File: src/sv/pftj_pkg.sv
package pftj_pkg;

    localparam int ADDR_W = 5;

    typedef enum logic [2:0] {
        R_TARGET_FORCE  = 3'd0,
        R_TARGET_GAIN_P = 3'd1,
        R_TARGET_GAIN_I = 3'd2,
        R_FILTER_COEF   = 3'd3,
        R_RATE_LIMIT    = 3'd4,
        R_FORCE_OFFSET  = 3'd5
    } t_reg_idx;

    // Sequencer phases. Multiplies run on the shared bit-serial unit.
    typedef enum logic [3:0] {
        S_IDLE,
        S_ERR,
        S_MUL_INC,
        S_MUL_TI,
        S_MUL_TP,
        S_CMD,
        S_MUL_FD,
        S_MUL_FP,
        S_MUL_FI,
        S_MUL_TQ,
        S_LIMIT,
        S_OUT
    } t_state;

    // Multiplier request: operands as magnitude plus sign
    typedef struct packed {
        logic        start;
        logic [47:0] mag_a;
        logic [47:0] mag_b;
        logic        neg;
        logic [5:0]  shift;
    } t_mul_req;

endpackage

File: src/sv/pftj_mul.sv
// Shift-add multiplier: one bit of B per cycle, then rounding and saturation.
module pftj_mul (
    input  logic                  i_clk,
    input  logic                  i_rst_n,
    input  pftj_pkg::t_mul_req    i_req,
    input  logic [63:0]           i_lim,
    output logic                  o_done,
    output logic signed [64:0]    o_result
);
    logic [95:0] r_acc, n_acc;
    logic [47:0] r_a, r_b;
    logic [6:0]  r_cnt, n_cnt;
    logic        r_busy, r_neg, r_done;
    logic [5:0]  r_shift;
    logic [95:0] w_rnd, w_q;
    logic [64:0] w_max, w_mag;

    always_comb begin
        n_acc = r_acc;
        n_cnt = r_cnt;
        if (r_busy) begin
            if (r_b[r_cnt[5:0]]) begin
                n_acc = r_acc + ({48'd0, r_a} << r_cnt[5:0]);
            end
            n_cnt = r_cnt + 7'd1;
        end
    end

    always_ff @(posedge i_clk) begin
        if (!i_rst_n) begin
            r_busy <= 1'b0;
            r_done <= 1'b0;
        end else begin
            r_done <= 1'b0;
            if (i_req.start) begin
                r_busy <= 1'b1;
            end else if (r_busy && r_cnt == 7'd47) begin
                r_busy <= 1'b0;
                r_done <= 1'b1;
            end
        end
        if (i_req.start) begin
            r_acc   <= '0;
            r_cnt   <= '0;
            r_a     <= i_req.mag_a;
            r_b     <= i_req.mag_b;
            r_neg   <= i_req.neg;
            r_shift <= i_req.shift;
        end else begin
            r_acc <= n_acc;
            r_cnt <= n_cnt;
        end
    end

    always_comb begin
        w_rnd = r_acc + (96'd1 << (r_shift - 6'd1));
        w_q   = w_rnd >> r_shift;
        w_max = r_neg ? ({1'b0, i_lim} + 65'd1) : {1'b0, i_lim};
        w_mag = (w_q[95:64] != '0 || {1'b0, w_q[63:0]} > w_max) ? w_max
                : {1'b0, w_q[63:0]};
        o_result = r_neg ? -$signed(w_mag) : $signed(w_mag);
    end
    assign o_done = r_done;
endmodule

File: src/sv/pi_force_to_joint_torque_core.sv
// From input transfer to result valid, an ordinary item takes one serial multiply
// plus the limit and output steps, and a first-of-tick item takes seven serial
// multiplies plus the error, command, limit and output steps.
// One item at a time: the next input transfer can come as early as the cycle in
// which the result becomes valid, later while an untaken result holds the output
// register.
// Reset (synchronous, active low) clears the loop state and loads register
// defaults.
module pi_force_to_joint_torque_core #(
    parameter int NUM_JOINTS  = 7,
    parameter int VALUE_WIDTH = 32
) (
    input  logic                          i_clk,
    input  logic                          i_rst_n,
    input  logic                          i_valid,
    output logic                          o_ready,
    input  logic                          i_first_of_tick,
    input  logic [2:0]                    i_joint_number,
    input  logic [23:0]                   i_step_time,
    input  logic signed [VALUE_WIDTH-1:0] i_measured_force,
    input  logic signed [VALUE_WIDTH-1:0] i_jacobian_z,
    input  logic signed [VALUE_WIDTH-1:0] i_measured_torque,
    output logic                          o_valid,
    input  logic                          i_ready,
    output logic [2:0]                    o_joint_out,
    output logic signed [VALUE_WIDTH-1:0] o_torque_command,
    output logic                          o_last_joint,
    input  logic                          psel,
    input  logic                          penable,
    input  logic                          pwrite,
    input  logic [pftj_pkg::ADDR_W-1:0]   paddr,
    input  logic [31:0]                   pwdata,
    output logic [31:0]                   prdata,
    output logic                          pready
);
    localparam int VW = VALUE_WIDTH;
    localparam logic signed [64:0] VLIM = 65'sd2**(VW-1) - 65'sd1;
    localparam logic signed [64:0] ILIM = 65'sd2**47 - 65'sd1;
    localparam logic signed [64:0] FLIM = 65'sd2**50;
    localparam logic [2:0] LAST_J = 3'(NUM_JOINTS - 1);

    logic signed [31:0] r_tgt_f, r_tgt_p, r_tgt_i, r_offset;
    logic [16:0]        r_coef;
    logic [30:0]        r_rlim;
    logic signed [47:0] r_integ;
    logic signed [VW-1:0] r_des, r_gp, r_gi, r_fcmd;

    logic signed [VW-1:0] r_jz, r_tmeas, r_fmeas;
    logic [23:0]          r_dt;
    logic [2:0]           r_joint;
    logic                 r_first;
    logic signed [VW-1:0] r_err, r_ti;
    logic signed [64:0]   r_tmp;

    logic                 r_ovalid;
    logic [2:0]           r_ojoint;
    logic signed [VW-1:0] r_otq;
    logic                 r_olast;

    pftj_pkg::t_state r_state, n_state;
    logic             r_issued;
    pftj_pkg::t_mul_req w_req;
    logic [63:0]      w_lim;
    logic             w_done;
    logic signed [64:0] w_mres;
    logic             w_wr;
    logic [2:0]       w_idx;
    logic [16:0]      w_c;

    function automatic logic signed [64:0] sat65(input logic signed [64:0] x,
                                                 input logic signed [64:0] l);
        logic signed [64:0] r;
        begin
            r = x;
            if (x > l) r = l;
            if (x < -l - 65'sd1) r = -l - 65'sd1;
            return r;
        end
    endfunction

    function automatic logic [47:0] mag65(input logic signed [64:0] x);
        logic signed [64:0] m;
        begin
            m = (x < 0) ? -x : x;
            return m[47:0];
        end
    endfunction

    // configuration
    assign pready = 1'b1;
    assign w_wr   = psel && penable && pwrite;
    assign w_idx  = paddr[4:2];
    always_comb begin
        case (w_idx)
            pftj_pkg::R_TARGET_FORCE:  prdata = r_tgt_f;
            pftj_pkg::R_TARGET_GAIN_P: prdata = r_tgt_p;
            pftj_pkg::R_TARGET_GAIN_I: prdata = r_tgt_i;
            pftj_pkg::R_FILTER_COEF:   prdata = {15'd0, r_coef};
            pftj_pkg::R_RATE_LIMIT:    prdata = {1'b0, r_rlim};
            pftj_pkg::R_FORCE_OFFSET:  prdata = r_offset;
            default:                   prdata = '0;
        endcase
    end

    assign w_c = (r_coef > 17'd65536) ? 17'd65536 : r_coef;

    pftj_mul u_mul (
        .i_clk(i_clk), .i_rst_n(i_rst_n), .i_req(w_req), .i_lim(w_lim),
        .o_done(w_done), .o_result(w_mres)
    );

    // operand select per phase
    always_comb begin
        w_req       = '0;
        w_req.start = !r_issued;
        w_req.shift = 6'd16;
        w_lim       = VLIM[63:0];
        case (r_state)
            pftj_pkg::S_MUL_INC: begin
                w_req.mag_a = mag65(65'(r_err));
                w_req.mag_b = {24'd0, r_dt};
                w_req.neg   = r_err < 0 && r_dt != '0;
                w_req.shift = 6'd24;
                w_lim       = ILIM[63:0];
            end
            pftj_pkg::S_MUL_TI: begin
                w_req.mag_a = mag65(65'(r_gi));
                w_req.mag_b = mag65(65'(r_integ));
                w_req.neg   = (r_gi < 0) != (r_integ < 0);
            end
            pftj_pkg::S_MUL_TP: begin
                w_req.mag_a = mag65(65'(r_gp));
                w_req.mag_b = mag65(65'(r_err));
                w_req.neg   = (r_gp < 0) != (r_err < 0);
            end
            pftj_pkg::S_MUL_FD, pftj_pkg::S_MUL_FP, pftj_pkg::S_MUL_FI: begin
                w_req.mag_a = {31'd0, w_c};
                w_req.mag_b = mag65(r_tmp);
                w_req.neg   = w_c != '0 && r_tmp < 0;
                w_lim       = FLIM[63:0];
            end
            pftj_pkg::S_MUL_TQ: begin
                w_req.mag_a = mag65(65'(r_jz));
                w_req.mag_b = mag65(65'(r_fcmd));
                w_req.neg   = (r_jz < 0) != (r_fcmd < 0);
            end
            default: w_req.start = 1'b0;
        endcase
    end

    // next state
    always_comb begin
        n_state = r_state;
        case (r_state)
            pftj_pkg::S_IDLE:
                if (i_valid && o_ready)
                    n_state = i_first_of_tick ? pftj_pkg::S_ERR : pftj_pkg::S_MUL_TQ;
            pftj_pkg::S_ERR:     n_state = pftj_pkg::S_MUL_INC;
            pftj_pkg::S_MUL_INC: if (w_done) n_state = pftj_pkg::S_MUL_TI;
            pftj_pkg::S_MUL_TI:  if (w_done) n_state = pftj_pkg::S_MUL_TP;
            pftj_pkg::S_MUL_TP:  if (w_done) n_state = pftj_pkg::S_CMD;
            pftj_pkg::S_CMD:     n_state = pftj_pkg::S_MUL_FD;
            pftj_pkg::S_MUL_FD:  if (w_done) n_state = pftj_pkg::S_MUL_FP;
            pftj_pkg::S_MUL_FP:  if (w_done) n_state = pftj_pkg::S_MUL_FI;
            pftj_pkg::S_MUL_FI:  if (w_done) n_state = pftj_pkg::S_MUL_TQ;
            pftj_pkg::S_MUL_TQ:  if (w_done) n_state = pftj_pkg::S_LIMIT;
            pftj_pkg::S_LIMIT:   n_state = pftj_pkg::S_OUT;
            pftj_pkg::S_OUT:     if (!r_ovalid) n_state = pftj_pkg::S_IDLE;
            default:             n_state = pftj_pkg::S_IDLE;
        endcase
    end

    assign o_ready = (r_state == pftj_pkg::S_IDLE);

    always_ff @(posedge i_clk) begin
        if (!i_rst_n) begin
            r_state  <= pftj_pkg::S_IDLE;
            r_issued <= 1'b1;
            r_ovalid <= 1'b0;
            r_tgt_f  <= '0;
            r_tgt_p  <= '0;
            r_tgt_i  <= '0;
            r_coef   <= 17'd655;
            r_rlim   <= 31'd65536;
            r_offset <= '0;
            r_integ  <= '0;
            r_des    <= '0;
            r_gp     <= '0;
            r_gi     <= '0;
            r_fcmd   <= '0;
        end else begin
            r_state <= n_state;
            if (n_state != r_state) r_issued <= 1'b0;
            else if (w_req.start)   r_issued <= 1'b1;
            if (o_valid && i_ready) r_ovalid <= 1'b0;

            if (w_wr) begin
                case (w_idx)
                    pftj_pkg::R_TARGET_FORCE:  r_tgt_f  <= pwdata;
                    pftj_pkg::R_TARGET_GAIN_P: r_tgt_p  <= pwdata;
                    pftj_pkg::R_TARGET_GAIN_I: r_tgt_i  <= pwdata;
                    pftj_pkg::R_FILTER_COEF:   r_coef   <= pwdata[16:0];
                    pftj_pkg::R_RATE_LIMIT:    r_rlim   <= pwdata[30:0];
                    pftj_pkg::R_FORCE_OFFSET:  r_offset <= pwdata;
                    default: ;
                endcase
            end

            case (r_state)
                pftj_pkg::S_IDLE: if (i_valid && o_ready) begin
                    r_jz    <= i_jacobian_z;
                    r_tmeas <= i_measured_torque;
                    r_fmeas <= i_measured_force;
                    r_dt    <= i_step_time;
                    r_joint <= i_joint_number;
                    r_first <= i_first_of_tick;
                end
                pftj_pkg::S_ERR: begin
                    r_tmp <= sat65(-65'(r_des) - 65'(r_fmeas) + 65'(r_offset), VLIM);
                    r_err <= VW'(sat65(-65'(r_des) - 65'(r_fmeas) + 65'(r_offset), VLIM));
                end
                pftj_pkg::S_MUL_INC: if (w_done)
                    r_integ <= 48'(sat65(65'(r_integ) + w_mres, ILIM));
                pftj_pkg::S_MUL_TI: if (w_done) r_ti <= VW'(w_mres);
                pftj_pkg::S_MUL_TP: if (w_done) begin
                    r_fcmd <= VW'(sat65(-65'(r_des) + 65'(r_ti) + w_mres, VLIM));
                end
                pftj_pkg::S_CMD: r_tmp <= 65'(r_tgt_f) - 65'(r_des);
                pftj_pkg::S_MUL_FD: if (w_done) begin
                    r_des <= VW'(sat65(65'(r_des) + w_mres, VLIM));
                    r_tmp <= 65'(r_tgt_p) - 65'(r_gp);
                end
                pftj_pkg::S_MUL_FP: if (w_done) begin
                    r_gp  <= VW'(sat65(65'(r_gp) + w_mres, VLIM));
                    r_tmp <= 65'(r_tgt_i) - 65'(r_gi);
                end
                pftj_pkg::S_MUL_FI: if (w_done)
                    r_gi <= VW'(sat65(65'(r_gi) + w_mres, VLIM));
                pftj_pkg::S_MUL_TQ: if (w_done)
                    r_tmp <= w_mres - 65'(r_tmeas);
                pftj_pkg::S_LIMIT: begin
                    if (r_tmp > $signed(65'(r_rlim)))
                        r_tmp <= $signed(65'(r_rlim));
                    else if (r_tmp < -$signed(65'(r_rlim)))
                        r_tmp <= -$signed(65'(r_rlim));
                end
                pftj_pkg::S_OUT: if (!r_ovalid) begin
                    r_ovalid <= 1'b1;
                    r_ojoint <= r_joint;
                    r_olast  <= (r_joint == LAST_J);
                    r_otq    <= VW'(sat65(65'(r_tmeas) + r_tmp, VLIM));
                end
                default: ;
            endcase
        end
    end

    assign o_valid          = r_ovalid;
    assign o_joint_out      = r_ojoint;
    assign o_torque_command = r_otq;
    assign o_last_joint     = r_olast;

    a_ready_idle: assert property (@(posedge i_clk) disable iff (!i_rst_n)
        o_ready |-> r_state == pftj_pkg::S_IDLE)
        else $error("ready outside idle");
    a_tick_path: assert property (@(posedge i_clk) disable iff (!i_rst_n)
        (r_state == pftj_pkg::S_ERR) |-> r_first)
        else $error("force loop without first item");
    a_out_hold: assert property (@(posedge i_clk) disable iff (!i_rst_n)
        (o_valid && !i_ready) |=> o_valid && $stable(o_torque_command))
        else $error("result dropped");
endmodule

File: config.mk
export PLATFORM = sky130hd
export DESIGN_NAME = pi_force_to_joint_torque_core
export DESIGN_NICKNAME = d
export VERILOG_FILES = /design/src/sv/pftj_pkg.sv /design/src/sv/pftj_mul.sv /design/src/sv/pi_force_to_joint_torque_core.sv
export SDC_FILE = /design/constraint.sdc
export NUM_CORES = 2
export LEC_CHECK = 0
export BUFFER_PORTS_ARGS = -buffer_cell sky130_fd_sc_hd__clkbuf_2
export CORE_MARGIN = 2
export CORE_UTILIZATION = 40
export CTS_BUF_LIST = sky130_fd_sc_hd__clkbuf_2 sky130_fd_sc_hd__clkbuf_4 sky130_fd_sc_hd__clkbuf_8
export CTS_CLUSTER_SIZE = 28
export DETAILED_ROUTE_END_ITERATION = 8
export PLACE_DENSITY = 0.6
export SLEW_MARGIN = 20
export SYNTH_ARGS = -nofsm -noshare
export SYNTH_HDL_FRONTEND = slang
export SYNTH_SLANG_ARGS = --single-unit
File: constraint.sdc
create_clock -name i_clk -period 16.4 [get_ports i_clk]
set_clock_uncertainty 0.05 [all_clocks]
set_input_delay 1.64 -clock i_clk [delete_from_list [all_inputs] [get_ports i_clk]]
set_output_delay 1.64 -clock i_clk [all_outputs]
set_load 0.02 [all_outputs]
; Yosys cells after proc, flatten, opt, wreduce, memory -nomap -nowiden
; Index checks and enable logic that the tools add are counted.
[totals]
out_inout_bits = 71
input_bits = 168
ff_bits = 854
wordCells = 217
[op_classes]
n_reduce_logical = 37
muxes = 56
addsub = 28
shifts = 3
magnitude_cmp = 32
bitwise_logic = 2
eq_ne = 26
[op_table]
columns = operator, n
row1 = $mux 65, 10
row2 = $pmux 97 s5, 1
row3 = $mux 48, 9
row4 = $gt 65x32->1 const B, 6
row5 = $lt 65x32->1 const B, 6
row6 = $pmux 65 s6, 1
row7 = $lt 32x1->1 const B, 10
row8 = $mux 32, 9
row9 = $add 32x65->65, 4
row10 = $neg 32->48, 5
row11 = $add 96x96->96, 2
row12 = $pmux 32 s6, 1
row13 = $add 65x32->65, 2
row14 = $sub 65x32->65, 2
row15 = $pmux 51 s2, 1
row16 = $sub 32x32->33, 3
row17 = $lt 48x1->1 const B, 2
row18 = $neg 48->48, 2
row19 = $shl 1x6->96 const A, 1
row20 = $shl 48x6->96, 1
row21 = $shr 96x6->96, 1
row22 = $add 48x65->65, 1
row23 = $add 65x65->65, 1
row24 = $gt 64x65->1, 1
row25 = 47 further kinds, 102

; Longest topological paths before layout
[depth]
word_depth = 14
ltp_mapped = 61
mapped_depth_nobuf = 50

; By module
; Synthesis repeated with hierarchy kept, for this count alone.
[unflattened]
cells_unflattened = 15508
hier_area_um2 = 116140.1
[modules_own_cells]
columns = mod, seq_area_each_um2, cells_each, area_each_um2, n_inst
row1 = pi_force_to_joint_torque_core, 15815.2, 9827, 75481.1, 1
row2 = pftj_mul, 5195.0, 5681, 40659.0, 1

; Worst setup path after synthesis
; OpenSTA, ideal clock, no wires.
[synth_timing]
path_kind = flip-flop to flip-flop
start = register u_mul.r_shift[3]
end = register r_fcmd[0]
t_arrival_ns = 13.278
t_required_ns = 16.228
path_stages_with_launch = 59
setup_ns = 0.122
n_path_buf = 11
setup_slack_ns = 2.951
period_less_slack_ns = 13.449
path_cell_list = edfxtp_1 -> buf_1 -> buf_1 -> clkbuf_1 -> nor2b_1 -> ha_1 -> and4_1 -> a21o_1 -> buf_2 -> nand4_1 -> nor2_1 -> xnor2_1 -> mux2i_1 -> ha_1 -> nand4_1 -> or4_1 -> nand3b_1 -> nor4_1 -> (+23 left out) -> ha_1 -> clkbuf_1 -> nand4_1 -> or4_1 -> nor2_1 -> nand3_1 -> and3b_1 -> o31a_1 -> xnor2_1 -> or2_2 -> or3b_2 -> nor4b_1 -> and4b_1 -> nand4_1 -> o41a_2 -> buf_6 -> or3b_1 -> o311a_1
[synth_via]
elab_chain_len = 13
elab_cells_between_ends = 15
classes_between = add/sub (4) / order compare (3) / shift (2) / mux (4) / reduce/logical (2)
[synth_lines]
columns = element, line
row1 = start: declaration, pftj_mul.sv:14  ; logic [5:0] r_shift;
row2 = start signal: assignment, pftj_mul.sv:48  ; r_shift <= i_req.shift;
row3 = $sub 6x1->6, pftj_mul.sv:56  ; w_rnd = r_acc + (96'd1 << (r_shift - 6'd1));
row4 = $shl 1x6->96, pftj_mul.sv:56
row5 = $add 96x96->96, pftj_mul.sv:56
row6 = $shr 96x6->96 (*), pftj_mul.sv:57  ; w_q = w_rnd >> r_shift;
row7 = $gt 64x65->1 or $reduce_bool 32->1 (tied branches), pftj_mul.sv:59  ; w_mag = (w_q[95:64] != '0 || {1'b0, w_q[63:0]} > w_max) ? w_max
row8 = $logic_or 1x1->1, pftj_mul.sv:59
row9 = $mux 65 (*), pftj_mul.sv:59
row10 = $neg 65->65, pftj_mul.sv:61  ; o_result = r_neg ? -$signed(w_mag) : $signed(w_mag);
row11 = $mux 65 (*), pftj_mul.sv:61
row12 = named net u_mul.o_result[0], pftj_mul.sv:8  ; output logic signed [64:0] o_result
row13 = $add 65x65->65 (*), pi_force_to_joint_torque_core.sv:226  ; r_fcmd <= VW'(sat65(-65'(r_des) + 65'(r_ti) + w_mres, VLIM));
row14 = $gt 65x32->1, pi_force_to_joint_torque_core.sv:75  ; if (x > l) r = l;
row15 = $mux 32, pi_force_to_joint_torque_core.sv:75
row16 = $mux 32 (*), pi_force_to_joint_torque_core.sv:76  ; if (x < -l - 65'sd1) r = -l - 65'sd1;
row17 = end signal: assignment, pi_force_to_joint_torque_core.sv:226
row18 = end: declaration, pi_force_to_joint_torque_core.sv:46  ; logic signed [VW-1:0] r_des, r_gp, r_gi, r_fcmd;
; Mark *: on every way through the listed nets, which the timed path passes. The rest lies on a longest branch.
; A chain may end at the register's enable or synchronous reset.

; Worst setup path in the final report
[layout_timing]
start = register u_mul.r_shift[3]
end = register r_fcmd[13]
; Same word-level chain as after synthesis.

==> flow_summary_export.csv <==
group,metric,value,unit
outcome,outcome,"complete, but fails checks",
outcome,violations,"DRC",
finish,final_cell_mix,"1319 x nand2_1, 1247 x a21oi_1, 865 x ha_1",
route,drcViolationCount,1,
timing,rsz0062_at_grt,"false",
timing,max_freq,63.91,MHz
power,powerDensity,166.8,nW/um2
synthesis,synth_top_family_by_area,"compound AO/OA/AOI/OAI gates",
power,ir_worst_vdd,0.0002201,V
timing,worst_pin_slew,1323,ps
floorplan,die_h,491.4,um
placement,gp_congestion,1.069,
synthesis,synth-adder-area-share,14.32,%
clock_tree,holdBufCountCts,0,
setup_path,crit_path_end,"r_fcmd[13]",
global_route,grt_max_degree,86,
route,drtIter0Drc,12180,
synthesis,yosysTopAreaCellShare,12.20,%
synthesis,synth_area_leaders,"edfxtp_1 12%, ha_1 11%, dfxtp_1 9.8%",
route,firstDrtPassIters,9,
placement,hpwlAfterDp,364.7,mm
floorplan,core_area,235600,um2
global_route,grt_overflow,0,
timing,relSlewSlack,11.19,%
route,drt_wl_total,453.9,mm
synthesis,synth.largest_area_cell,"edfxtp_1",
power,leakage,43.61,nW
finish,fin_nets,13240,
synthesis,synth-simple-area-share,20.10,%
timing,setup_violations,0,
timing,hold_violations,0,
floorplan,std_cell_rows,178,
setup_path,reg2reg_slack,750,ps
timing,setup-tns-final,0,ps
clock_tree,cts_tree,"built",
synthesis,async_flop_share,0,%
timing,fin_crit_sh,95.41,%
synthesis,ys_types,117,
floorplan,die_area,241400,um2
route,postRouteAntennaNets,0,
synthesis,netlist_area,95010,um2
finish,drive_above_1_share,8.361,%
synthesis,synth_cells,12010,
synthesis,ys_seq_elements,849,
floorplan,start_util,40.32,%
global_route,antenna_found_initial,39,
synthesis,synth_warnings,0,
placement,dpl_cell_area,99670,um2
setup_path,crit_arrival,16460,ps
synthesis,synth_edf_count,386,
clock_tree,clk_path_buf_depth,3,
clock_tree,insertion_delay,1040,ps
clock_tree,cts_made_buffers,173,
timing,min_period,15650,ps
setup_path,rr_worst_depth,48,
global_route,grt_pass1_vias,92260,
clock_tree,htreeDepth,4,
synthesis,synth-compound-area-share,26.64,%
setup_path,startpoint_type,"flop",
synthesis,synth_ff_type,"dfxtp_1",
finish,fillerInstances,23800,
setup_path,slowest_stage,"o41a_2",
synthesis,synth_xor_area_share,9.503,%
setup_path,critPathMaxStageDelay,710,ps
setup_path,crit_path_end_kind,"flop",
route,routed_via_density,6.456,
clock_tree,cts-root-buf,"clkbuf_8",
setup_path,crit_top_cell,"nand4_1",
global_route,grt_usage,35.93,%
route,num_vias,99270,
route,wl_per_cell,29.52,um
placement,io_buffers,235,
job,maxCapViolCount,0,
synthesis,syn_area_per_cell,7.914,um2
hold_path,worst_hold_path_type,"reg -> reg",
setup_path,reg2reg_to,"r_fcmd[13]",
synthesis,synth.area.mux_share,3.266,%
timing,drv_slew,0,
setup_path,r2r-start,"u_mul.r_shift[3]",
finish,final_area,103600,um2
global_route,grt_pass1_wl,641.9,mm
setup_path,required,17210,ps
clock_tree,cts.reportedPaths.clkPinSlew,70,ps
setup_path,critPathLaunch,"u_mul.r_shift[3]",
synthesis,synth-seq-area-share,21.96,%
finish,syn2layout_area_growth,9.092,%
setup_path,crit_type,"reg -> reg",
setup_path,crit_path_max_fanout,41,
floorplan,die_x,491.4,um
finish,final_common_cell,"nand2_1",
floorplan,pin_count,239,
clock_tree,clock_sinks,849,
[critical path: cells and delay by family, from the launching register on]
kind                     cells  cell delay, ps
AO/OA/AOI/OAI               15            4530
XOR/XNOR                     1             110
flip-flops                   1             390
buffers and inverters        3             940
adder cells (fa/ha/maj)      5            1910
AND/OR/NAND/NOR             23            6830
multiplexers                 1             620
[per-stage QoR]
stage / power [mW] / setup WS [ps] / hold slack, ps / utilization, % / std cells
finish: 17.28 / 752.9 / 395.2 / 43.99 / 15380
global route: 18.03 / 210.4 / 405.0 / 43.98 / 15370
CTS: 16.79 / 911.5 / 393.1 / 43.97 / 15360
detailed placement: 14.13 / 990.5 / 383.1 / 42.30 / 15040
global placement: 14.08 / 1132 / 379.4 / 42.30 / 15040
floorplan: 9.680 / 2951 / 376.2 / - / 12020
[synthesized netlist by cell type (238+ instances only)]
| library cell | count |
|---|---|
| nand2_1 | 1327 |
| a21oi_1 | 1249 |
| ha_1 | 865 |
| nor2_1 | 822 |
| o21ai_0 | 682 |
| xnor2_1 | 646 |
| clkbuf_1 | 474 |
| dfxtp_1 | 463 |
| a21o_1 | 462 |
| inv_1 | 460 |
| edfxtp_1 | 386 |
| xor2_1 | 372 |
| nand3_1 | 279 |
| nor3_1 | 238 |
[flip-flops by register name (all words and copies together) (netlist names), 24 cells and up]
name              cells
u_mul.r_a            48
o_torque_command     32
r_tgt_p              32
u_mul.r_b            48
r_tmeas              32
r_err                32
r_gp                 32
r_offset             32
r_integ              48
r_des                32
r_fmeas              32
r_jz                 32
r_ti                 32
u_mul.r_acc          96
r_dt                 24
r_fcmd               32
r_gi                 32
r_tgt_f              32
r_rlim               31
r_tmp                65
r_tgt_i              32
[cell families (layout without fill, tap and decap cells)]
group | after synthesis | in the layout
compound gates | 3927 | 3927
xor+xnor | 1023 | 1023
fa+ha+maj | 1004 | 1004
buf+inv | 1032 | 1222
flops | 849 | 849
mux | 249 | 249
other cells | 2 | 31
simple gates | 3920 | 3920
[final cells by class]
type / instances / area, um2 / share of cell area [%]
Clock buffer: 257 / 3187 / 3.075
Tap cell: 3150 / 3941 / 3.803
Sequential cell: 849 / 20880 / 20.14
Antenna cell: 14 / 35.03 / 0.03380
Timing Repair Buffer: 433 / 2665 / 2.571
Multi-Input combinational cell: 10140 / 70440 / 67.96
Clock inverter: 66 / 738.2 / 0.7122
Inverter: 466 / 1763 / 1.701
[metal layers]
layer	GRT usage, %	part of all wire (%)	vias up
li1	-	-	44810
met1	48.75	42	48300
met2	53.84	42	5220
met3	8.569	11	917
met4	16.01	5.0	18
met5	0	0.029	-
[repair_timing]
| action | 4_1_cts | 5_1_grt |
|---|---|---|
| buffers inserted | 0 | 0 |
| hold endpoints to repair | 0 | 0 |
| setup endpoints to repair | 0 | 2 |
| resized for setup | 0 | 1 |
[power by group]
group / leakage, nW / switching (mW) / internal, mW
combinational: 34.2 / 8.22 / 3.73
sequential: 7.30 / 0.284 / 2.44
clock: 2.09 / 1.16 / 1.45
total: 43.6 / 9.67 / 7.62
[how the worst min path moves through the flow]
stage	depth (start not counted)	slack, ps	startpoint	endpoint
after CTS	0	390	r_joint[0]	o_joint_out[0]
after global placement	0	380	r_joint[1]	o_joint_out[1]
after detailed placement	0	380	r_joint[2]	o_joint_out[2]
after global routing	0	400	r_joint[2]	o_joint_out[2]
final	0	400	r_joint[2]	o_joint_out[2]
after floorplan	0	380	r_joint[1]	o_joint_out[1]
Note: power is estimated with default switching activity, not from simulation.
